<file path="config.mk">
export PLATFORM = sky130hd
export DESIGN_NAME = nca_cell
export DESIGN_NICKNAME = d
export VERILOG_FILES = /design/src/rtl/nca_pkg.sv /design/src/rtl/nca_cell.sv
export SDC_FILE = /design/constraint.sdc
export NUM_CORES = 1
export LEC_CHECK = 0
export ABC_AREA = 1
export BUFFER_PORTS_ARGS = -buffer_cell sky130_fd_sc_hd__clkbuf_2
export CAP_MARGIN = 20
export CORE_AREA = 2 2 259 261
export DETAILED_ROUTE_END_ITERATION = 10
export DIE_AREA = 0 0 261 263
export PLACE_DENSITY = 0.75
export SYNTH_ARGS = -nofsm -noshare
export SYNTH_HDL_FRONTEND = slang
export SYNTH_SLANG_ARGS = --single-unit
</file>
<file path="constraint.sdc">
create_clock -name clk -period 5.7 [get_ports clk]
set_clock_uncertainty 0.05 [all_clocks]
set_input_delay 0.57 -clock clk [delete_from_list [all_inputs] [get_ports clk]]
set_output_delay 0.57 -clock clk [all_outputs]
set_load 0.03 [all_outputs]
</file>
<file path="src/rtl/nca_pkg.sv">
// ----------------------------------------------------------------------------
// nca_pkg
// Shared types and constants for the nearest-centre assignment unit.
// ----------------------------------------------------------------------------
package nca_pkg;

	localparam int COORD_W         = 16;  // signed coordinate width
	localparam int DIFF_W          = COORD_W + 1;
	localparam int SQ_W            = 2 * DIFF_W;
	localparam int ACC_W           = 37;  // accumulator width (saturating)
	localparam int DIST_W          = 36;  // emitted distance width
	localparam int CIDX_FIELD_W    = 4;   // centre index field width
	localparam int DIDX_FIELD_W    = 4;   // dimension index field width
	localparam int CFG_W           = 5;   // configuration register width
	localparam int CNT_W           = 9;   // holds counts up to 256
	localparam int TOK_IDX_W       = 8;   // centre index carried on the token
	localparam int BEAT_DIDX_W     = 8;   // dimension index carried on a beat
	localparam int DEF_MAX_CENTERS = 16;
	localparam int DEF_MAX_DIMS    = 16;
	localparam int CFG_RESET       = 16;

	typedef enum logic [0:0] {
		CFG_CENTERS = 1'b0,
		CFG_DIMS    = 1'b1
	} cfg_reg_t;

	// beat travelling down the row of cells
	typedef struct packed {
		logic                     valid;
		logic                     is_wr;    // centre coordinate write
		logic                     is_acc;   // point coordinate, in range
		logic                     is_last;  // closes the point
		logic [CIDX_FIELD_W-1:0]  cidx;
		logic [BEAT_DIDX_W-1:0]   didx;
		logic [COORD_W-1:0]       value;
	} beat_t;

	// running best candidate handed from cell to cell
	typedef struct packed {
		logic                 valid;
		logic [TOK_IDX_W-1:0] idx;
		logic [ACC_W-1:0]     sq_dist;
	} token_t;

endpackage

</file>
<file path="src/rtl/nca_cell.sv">
// ----------------------------------------------------------------------------
// nca_cell
// One centre: holds its coordinates and distance accumulator, passes the
// beat on each cycle while enabled and merges its distance into the running best.
// ----------------------------------------------------------------------------
module nca_cell #(
	parameter int MAX_DIMS = nca_pkg::DEF_MAX_DIMS,
	parameter int CELL_ID  = 0
) (
	input  logic                       clk,
	input  logic                       arst_n,
	input  logic                       en,
	input  logic [nca_pkg::CNT_W-1:0]  nc,
	input  nca_pkg::beat_t             beat_in,
	input  nca_pkg::token_t            tok_in,
	output nca_pkg::beat_t             beat_out,
	output nca_pkg::token_t            tok_out
);
	import nca_pkg::*;

	localparam int DIDX_W = (MAX_DIMS > 1) ? $clog2(MAX_DIMS) : 1;

	logic [COORD_W-1:0] mem [MAX_DIMS];
	logic [DIDX_W-1:0]  addr;
	logic               wr_hit;
	logic               rd_req;
	logic               active;

	beat_t              beat_s1;
	logic [COORD_W-1:0] rd_s1;
	logic               acc_s2, last_s2;
	logic [DIFF_W-1:0]  diff_s2;
	logic               acc_s3, last_s3;
	logic [SQ_W-1:0]    sq_s3;
	logic [ACC_W-1:0]   acc_q;
	token_t             tok_q;

	logic signed [DIFF_W-1:0] diff_d;
	logic [ACC_W:0]           sum;
	logic [ACC_W-1:0]         acc_new;
	logic                     take_mine;

	assign addr   = DIDX_W'(beat_in.didx);
	assign wr_hit = beat_in.valid && beat_in.is_wr &&
		({{(CNT_W-CIDX_FIELD_W){1'b0}}, beat_in.cidx} == CNT_W'(CELL_ID));
	assign rd_req = beat_in.valid && beat_in.is_acc;
	assign active = CNT_W'(CELL_ID) < nc;

	// coordinate store, registered read
	always_ff @(posedge clk) begin
		if (en && wr_hit) begin
			mem[addr] <= beat_in.value;
		end
		if (en && rd_req) begin
			rd_s1 <= mem[addr];
		end
	end

	// beat register, also the hand-off to the next cell
	always_ff @(posedge clk or negedge arst_n) begin
		if (!arst_n) begin
			beat_s1 <= '0;
		end else if (en) begin
			beat_s1 <= beat_in;
		end
	end

	assign beat_out = beat_s1;

	// absolute difference
	assign diff_d = $signed({beat_s1.value[COORD_W-1], beat_s1.value}) -
		$signed({rd_s1[COORD_W-1], rd_s1});

	always_ff @(posedge clk or negedge arst_n) begin
		if (!arst_n) begin
			acc_s2  <= 1'b0;
			last_s2 <= 1'b0;
		end else if (en) begin
			acc_s2  <= beat_s1.valid && beat_s1.is_acc;
			last_s2 <= beat_s1.is_last;
		end
	end

	always_ff @(posedge clk) begin
		if (en) begin
			diff_s2 <= diff_d[DIFF_W-1] ? DIFF_W'(-diff_d) : DIFF_W'(diff_d);
		end
	end

	// square
	always_ff @(posedge clk or negedge arst_n) begin
		if (!arst_n) begin
			acc_s3  <= 1'b0;
			last_s3 <= 1'b0;
		end else if (en) begin
			acc_s3  <= acc_s2;
			last_s3 <= last_s2;
		end
	end

	always_ff @(posedge clk) begin
		if (en) begin
			sq_s3 <= diff_s2 * diff_s2;
		end
	end

	// saturating accumulate and compare against the incoming best
	always_comb begin
		sum       = {1'b0, acc_q} + (ACC_W+1)'(sq_s3);
		acc_new   = sum[ACC_W] ? {ACC_W{1'b1}} : sum[ACC_W-1:0];
		take_mine = active && (!tok_in.valid || (acc_new < tok_in.sq_dist));
	end

	always_ff @(posedge clk or negedge arst_n) begin
		if (!arst_n) begin
			acc_q <= '0;
			tok_q <= '0;
		end else if (en) begin
			if (acc_s3 && last_s3) begin
				acc_q <= '0;
				if (take_mine) begin
					tok_q.valid   <= 1'b1;
					tok_q.idx     <= TOK_IDX_W'(CELL_ID);
					tok_q.sq_dist <= acc_new;
				end else begin
					tok_q <= tok_in;
				end
			end else begin
				tok_q.valid <= 1'b0;
				if (acc_s3 && active) begin
					acc_q <= acc_new;
				end
			end
		end
	end

	assign tok_out = tok_q;

endmodule

</file>
After elaboration in Yosys (flattened, before gate mapping)
Memory sizes are Yosys's and may differ from the RTL's. A register that Yosys moved wholly into a read port is not among the register bits.
Cells that the tools add are included.
- flip-flop bits (word level): 170
- bits in writable memories: 256
- bits of input ports: 90
- memories: 1
- memory list (name ; depth ; width ; read ports ; clocked after memory_dff ; write ports ; line ; text):
    mem ; 16 ; 16 ; 1 ; 1 ; 1 ; nca_cell.sv:23 ; logic [COORD_W-1:0] mem [MAX_DIMS];
- $add $sub $neg: 3
- $mul: 1
- magnitude comparators: 2
- mux-type cells: 8
- reductions and logical operators: 15
- operators with widths (cell ; number):
    2-to-1 mux 37 bit ; 3
    2-to-1 mux 46 bit ; 1
    adder 37 x 34 -> 38 bit ; 1
    less-than comparator 37 bit ; 1
    multiplier 17 x 17 -> 34 bit ; 1
    negator 17 bit ; 1
    subtractor 16 x 16 -> 17 bit ; 1
    2-to-1 mux 16 bit ; 1
    logical AND 1 bit ; 9
    less-than comparator 1 x 9 -> 1 bit, first input constant ; 1
    logical NOT 4 bit ; 1
    AND reduction 2 bit ; 2
    2-to-1 mux 1 bit ; 3
    nonzero test 2 bit ; 1
    logical NOT 1 bit ; 1
    logical OR 1 bit ; 1

Logic depth before layout (Yosys ltp)
Gate-level depths: netlist of run 1.
- word-level depth: 7
- mapped depth: 29
- gate-level depth less buffers: 27

Worst setup path before layout of run 1
Ideal clock, no wire load.
- kind: reg-to-reg
- start: register diff_s2[5]
- end: register sq_s3[30] (data pin)
- setup time: 0.265 ns
- arrival time: 5.771 ns
- setup slack: -0.386 ns
- stages on the path, launching flop included: 26
- clock period less this slack: 6.086 ns
- path through: edfxtp_1 > clkbuf_1 > clkbuf_1 > nand2_1 > fa_1 > inv_1 > fa_1 > inv_1 > fa_1 > inv_1 > fa_1 > fa_1 > inv_1 > fa_1 > inv_1 > ha_1 > a21o_1 > a21oi_1 > nand2_1 > nand2_1 > nand3_1 > nand3_1 > nand2_1 > a31oi_1 > o21ai_0 > xor2_1
- cells in the longest elaborated chain, start to end: 1
- RTL lines (what ; line ; text):
    from (decl) ; nca_cell.sv:32 ; logic [DIFF_W-1:0] diff_s2;
    from (signal assigned) ; nca_cell.sv:86 ; diff_s2 <= diff_d[DIFF_W-1] ? DIFF_W'(-diff_d) : DIFF_W'(diff_d);
    multiplier 17 x 17 -> 34 bit ; nca_cell.sv:103 ; sq_s3 <= diff_s2 * diff_s2;
    to (signal assigned) ; nca_cell.sv:103 ;
    to (decl) ; nca_cell.sv:34 ; logic [SQ_W-1:0] sq_s3;
Every way passes these cells.
A chain may end at the register's enable or synchronous reset.

Worst setup path after layout of run 1
- start: register diff_s2[6]
- end: register sq_s3[28] (data pin)
Same word-level chain as after synthesis.

==> impl_metrics.json, run 1 <==
{
  "status": "completed",
  "cts_max_level": 2,
  "ys_seq_elements": 441,
  "dieArea_sq_um": 68600,
  "drv_slew": 0,
  "startpoint_type": "flip-flop",
  "start_util": 0.447,
  "cts_buffers": 43,
  "hold_path.class": "input pin to flip-flop",
  "rr_startpoint": "diff_s2[6]",
  "gp_congestion": 0.937,
  "required_ns": 5.97,
  "core-area_sq_um": 65600,
  "critPathLaunch": "diff_s2[6]",
  "endpoint": "sq_s3[28]",
  "grt_pass1_wl_microns": 115000,
  "setup.worst_path.class": "flip-flop to flip-flop",
  "placedCellCount": 4059,
  "grt_overflow_total": 0,
  "cp_slowest_cell": "fa_1",
  "multi_input_area_sq_um": 14800,
  "critPathMaxStageDelay_ns": 0.56,
  "portBuffers": 167,
  "cts_tree": "done",
  "synth_area_per_cell_sq_um": 9.80,
  "die_h_microns": 263,
  "tightest_slew_ns": 1.02,
  "grt.met2_usage": 0.367,
  "grt_max_degree": 69,
  "syn_to_final_growth_pct": 17.3,
  "worst_slack_ns": 0.000370,
  "post_drt_wl_per_cell_microns": 17.4,
  "min_period_over_period": 1.00,
  "synth_seq_area_share": 0.431,
  "r2r_slack_ns": 0.0004,
  "grt_use_met3": 0.0323,
  "synth_ff_type": "edfxtp_1",
  "first_pass_iters": 5,
  "arrival_ns": 5.97,
  "cts_buffer_depth": 3,
  "finalNonFillerCells": 4180,
  "remaining_drc_errors": 0,
  "cts_root_buf": "clkbuf_16",
  "yosys_warnings": 0,
  "hold_violations": 0,
  "final_core_util": 0.524,
  "worstRegToRegCells": 24,
  "crit_fanout": 6,
  "preCtsSetupSlack_ns": -0.227,
  "synth_edf_count": 322,
  "fill_cells": 5682,
  "via_count": 22166,
  "io_pins": 168,
  "worstReg2RegEnd": "sq_s3[28]",
  "clk_latency_ns": 0.59,
  "antenna_found_initial": 2,
  "slew_headroom": 0.315,
  "grt.total_usage": 0.210,
  "synth_cell_types": 48,
  "die_w_microns": 261,
  "async_reset_ff_frac": 0.270,
  "finalSetupViolCount": 0,
  "rsz0062_at_grt": "true",
  "grt.busiest_layer": "met2",
  "initialDrtViolationCount": 1947,
  "critPathCaptureType": "flip-flop",
  "synthesis.nets": 3471,
  "ant_nets": 0,
  "drive_gt1_frac": 0.187,
  "finalCriticalPeriod_ns": 5.70,
  "ff_latch_area_sq_um": 12600,
  "syn_inst": 2992,
  "num_rows": 94,
  "num-nets-final": 3760,
  "cts.sinks": 441,
  "vias_per_cell": 5.30,
  "detailed_place_hpwl_microns": 52700,
  "worstPathCellList": "buf_6 -> nand2_2 -> inv_2 -> fa_1 -> inv_2 -> fa_1 -> inv_2 -> fa_1 -> fa_1 -> fa_1 -> inv_2 -> fa_1 -> inv_2 -> ha_4 -> nand2_4 -> nor2_4 -> nor3b_4 -> nand3_2 -> nand3_2 -> nand3_2 -> nand2_2 -> a31oi_4 -> buf_6 -> xnor2_2",
  "wirelength_microns": 72900,
  "grt_pass1_vias": 22216,
  "worst_setup_hold_path_clk_slew_ns": 0.07,
  "crit_top_cell": "fa_1",
  "gr-usage-met1": 0.265,
  "fmax_ghz": 0.175,
  "maxCapViolCount": 0,
  "synth_area_sq_um": 29300
}
==> layout by cell type (no fill, tap or decap), types with 12 or more instances in the layout <==
cell / count
ha_4: 17
buf_6: 32
nand2_2: 28
nand3_2: 38
xor2_1: 61
nor2_1: 158
clkbuf_2: 165
clkbuf_16: 43
a22oi_1: 128
nand3_1: 140
edfxtp_1: 322
a21oi_1: 150
nand2_1: 520
nand4_1: 14
fa_1: 185
or4_1: 16
inv_1: 500
mux2_2: 25
inv_2: 35
clkbuf_1: 12
nor3_1: 15
dfrtp_1: 119
buf_4: 153
a21o_1: 14
ha_1: 179
xnor2_1: 27
o21ai_0: 76
==> synthesized netlist by cell type (all sizes together) (2+ instances only) <==
cell type  count  area (sq um)
a211oi         2          15.0
a21o          14           105
a21oi        164           821
a22oi        128           961
a31oi         12          75.1
and3           3          18.8
buf           21           136
clkbuf        90           338
dfrtp        119          2980
edfxtp       322          9670
fa           192          3840
ha           197          2460
inv          535          2010
mux2          25           282
nand2        556          2090
nand3        179          1050
nand4         14          87.6
nor2         166           628
nor3          17          85.1
nor4           8          50.1
o2111ai        2          17.5
o211ai         4          30.0
o21a           8          60.1
o21ai         88           444
o21bai         5          37.5
o22ai          2          12.5
or2            6          37.5
or4           16           120
xnor2         28           245
xor2          61           534
==> metal layers <==
| metal | up-vias | share of wire |
|---|---|---|
| met4 | 2 | 0.036 |
| met2 | 735 | 0.50 |
| li1 | 10425 | - |
| met3 | 169 | 0.063 |
| met5 | - | 0.00018 |
| met1 | 10835 | 0.40 |
==> critical path, delay by kind of cell (launching register included) <==
kind,cells,cell delay [ns]
AO/OA/AOI/OAI,1,0.11
XOR/XNOR,1,0.11
adder cells (fa/ha/maj),7,3.38
buffers and inverters,7,0.51
flip-flops,1,0.42
AND/OR/NAND/NOR,8,0.80
==> stage by stage <==
| step | hold WS [ns] | cell area, sq um | TNS (ns) |
|---|---|---|---|
| floorplan | 0.224 | 29500 | 0 |
| global placement | 0.412 | 32000 | -0.191 |
| detailed placement | 0.414 | 32000 | -0.952 |
| CTS | 0.132 | 33700 | -0.487 |
| global route | 0.158 | 34400 | -0.856 |
| finish | 0.154 | 34400 | 0 |
==> cells by family (layout without fill, tap and decap cells) <==
kind of cell,Yosys count,after routing,synth area share
flops,441,441,0.431
mux,25,25,0.00960
other cells,0,1,0
compound gates,433,433,0.0892
buf+inv,646,969,0.0847
simple gates,969,969,0.143
xor+xnor,89,89,0.0266
fa+ha+maj,389,389,0.215
==> worst min-delay path by stage <==
stage,startpoint,to,slack [ns],cells after the start
2_1_floorplan,arst_n,acc_q[0],0.22,0
3_3_place_gp,tok_out[44],tok_out[44],0.41,2
3_5_place_dp,tok_out[24],tok_out[24],0.41,2
4_1_cts,beat_in[28],beat_out[28],0.13,3
5_1_grt,beat_in[22],beat_out[22],0.16,2
6_report,beat_in[28],beat_out[28],0.15,3
==> final cells by class <==
type / count / share of cell area
antenna: 1 / 0.0000728
clock buffer: 61 / 0.0350
clock inverter: 18 / 0.00695
inverter: 535 / 0.0584
multi-input combinational: 1905 / 0.430
sequential: 441 / 0.368
tap: 864 / 0.0314
timing repair buffer: 355 / 0.0704
==> sequential cells by signal, indices dropped and copies added, names as in the netlist <==
signal and cells:
last_s2 1, diff_s2 17, acc_q 37, sq_s3 33, beat_out 32, tok_out 46, acc_s2 1, mem 256
last_s3 1, rd_s1 16, acc_s3 1
==> timing repair <==
action	CTS	global route
hold buffers	1	0
endpoints found under the hold margin	7	0
endpoints found under the setup margin	11	17
pin swaps	24	111
resized for setup	27	142
setup buffers	15	25
Power of run 1 is left out: the tool's default activity adds up to more than one toggle a clock period on the data nets, which glitch-free logic cannot reach.
==> run 2: changes to the inputs <==
Settings changed: PLACE_DENSITY 0.75 to 0.72.
Clock period 5.7 ns to 5.8 ns, I/O delays scaled along.
==> run 2 against run 1 <==
Against the previous run:
- via count is 1.6% lower
- global-route usage up 0.21 points
- register-to-register slack gained 0.02 ns
- non-clock buffer count decreased by 27
- final cell count decreased by 0.53%
- wire length rose by 0.16%
- critical path type unchanged
- count of clock-buffer cells in the layout increased by 1
- critical endpoint is now sq_s3[32]
- highest routed layer unchanged
- worst setup slack gained 0.018 ns
- sequential share of layout area is 0.13 points higher
- first-iteration DRC count shrank 15%
- worst hold slack got worse by 0.095 ns
==> impl_metrics.json, run 2 (synthesis results as in run 1) <==
{
  "status": "completed",
  "remaining_drc_errors": 0,
  "cp_slowest_cell": "fa_1",
  "antenna_found_initial": 2,
  "final_common_cell": "nand2_1",
  "rsz0062_at_grt": "true",
  "min_period_over_period": 0.997,
  "syn_to_final_growth_pct": 16.9,
  "via_count": 21805,
  "initialDrtViolationCount": 1653,
  "placedCellCount": 4038,
  "vias_per_cell": 5.24,
  "dieArea_sq_um": 68600,
  "ant_nets": 0,
  "gp_congestion": 0.938,
  "fill_cells": 5752,
  "die_w_microns": 261,
  "gr-usage-met1": 0.266,
  "cts_buffer_depth": 3,
  "drv_slew": 0,
  "worstPathCellList": "buf_6 -> nand2_4 -> inv_2 -> fa_1 -> fa_1 -> fa_1 -> fa_1 -> fa_1 -> inv_2 -> fa_1 -> inv_2 -> ha_4 -> nand2_2 -> nor2_4 -> nor3b_4 -> nand3_2 -> nand3_2 -> nand3_2 -> nand2_4 -> a31oi_4 -> o21ai_2 -> xor2_1",
  "clk_latency_ns": 0.62,
  "multi_input_area_sq_um": 14800,
  "hold_path.class": "input pin to asynchronous set/reset pin",
  "fmax_ghz": 0.173,
  "grt_overflow_total": 0,
  "setup.worst_path.class": "flip-flop to flip-flop",
  "regMostFlops": "mem",
  "grt_pass1_wl_microns": 116000,
  "core-area_sq_um": 65600,
  "finalCriticalPeriod_ns": 5.78,
  "finalNonFillerCells": 4158,
  "num-nets-final": 3736,
  "grt.total_usage": 0.212,
  "required_ns": 6.07,
  "crit_top_cell": "fa_1",
  "crit_fanout": 5,
  "worst_setup_hold_path_clk_slew_ns": 0.07,
  "grt.busiest_layer": "met2",
  "cts_tree": "done",
  "startpoint_type": "flip-flop",
  "cts_root_buf": "clkbuf_16",
  "grt_use_met3": 0.0325,
  "die_h_microns": 263,
  "wirelength_microns": 73000,
  "detailed_place_hpwl_microns": 52100,
  "ff_latch_area_sq_um": 12600,
  "portBuffers": 167,
  "arrival_ns": 6.05,
  "cts_max_level": 2,
  "largest_reg_flops": 256,
  "first_pass_iters": 7,
  "num_rows": 94,
  "critPathCaptureType": "flip-flop",
  "critPathMaxStageDelay_ns": 0.56,
  "post_drt_wl_per_cell_microns": 17.6,
  "path_buf_inv": 4,
  "cts_buffers": 46,
  "maxCapViolCount": 0,
  "drive_gt1_frac": 0.174,
  "grt_pass1_vias": 22139,
  "io_pins": 168,
  "fin_setup_tns_ns": 0,
  "cts.sinks": 441,
  "tightest_slew_ns": 1.03,
  "worst_slack_ns": 0.0182,
  "grt.met2_usage": 0.378,
  "preCtsSetupSlack_ns": -0.221,
  "start_util": 0.447,
  "cp_top_family": "adder cells",
  "finalSetupViolCount": 0,
  "hold_violations": 0,
  "mostFrequentLayoutCells": "nand2_1, inv_1, edfxtp_1, fa_1, ha_1",
  "slew_headroom": 0.309,
  "grt_max_degree": 85
}
[run 2: changes by cell type in the layout (fill, tap and decap cells not counted), moves of 3 or more]
cell,before,now
buf_4,153,134
inv_1,500,516
inv_2,35,19
buf_6,32,21
nand2_1,520,528
nand2_2,28,22
clkinv_1,2,6
clkbuf_1,12,9
clkbuf_16,43,46
clkinvlp_4,4,1
o21ai_2,6,3
[run 2: path summary, 6_finish.rpt]
path / start / end / slack, ns / cells after the start
setup / recovery: diff_s2[16] / sq_s3[32] / 0.02 / 22
hold / removal: arst_n / tok_out[15] / 0.06 / 1
setup reg to reg: diff_s2[16] / sq_s3[32] / 0.02 / 22
hold reg to reg: tok_out[27] / tok_out[27] / 0.42 / 2
max in group asynchronous: arst_n / acc_q[24] / 4.50 / 2
min in group clk: tok_in[40] / tok_out[40] / 0.16 / 3
[run 2: worst reg2reg max path: stages, from the launching register on]
cell	delay, ns
edfxtp_1	0.51
buf_6	0.18
nand2_4	0.06
inv_2	0.04
fa_1	0.52
fa_1	0.53
fa_1	0.56
fa_1	0.43
fa_1	0.53
inv_2	0.04
fa_1	0.54
inv_2	0.05
ha_4	0.29
nand2_2	0.08
nor2_4	0.11
nor3b_4	0.21
nand3_2	0.09
nand3_2	0.11
nand3_2	0.09
nand2_4	0.08
a31oi_4	0.12
o21ai_2	0.17
xor2_1	0.08
[run 2: stage by stage]
step	instance area, sq um	utilization	hold WS [ns]
floorplan	29400	-	0.234
global placement	31800	0.485	0.412
detailed placement	31800	0.485	0.415
CTS	33700	0.514	0.0688
global route	34300	0.522	0.116
finish	34300	0.522	0.0591
[run 2: repair_timing]
item,in CTS,in global routing
endpoints found under the setup margin,11,15
hold buffers,0,0
pin swaps,13,65
cloned,0,0
setup buffers,17,18
resized for setup,36,107
[run 2: per-layer routing]
metal | routed length [microns] | share of wire | vias to the layer above
li1 | - | - | 10404
met1 | 29600 | 0.41 | 10653
met2 | 37300 | 0.51 | 615
met3 | 4100 | 0.056 | 131
met4 | 2000 | 0.027 | 2
met5 | 7 | 0.000096 | -
[run 2: final cells by class]
type / count / share of cell area
sequential: 441 / 0.369
clock inverter: 22 / 0.00858
antenna: 1 / 0.0000730
inverter: 535 / 0.0586
tap: 864 / 0.0315
timing repair buffer: 328 / 0.0641
clock buffer: 62 / 0.0374
multi-input combinational: 1905 / 0.431
Power of run 2 is left out for the same reason.
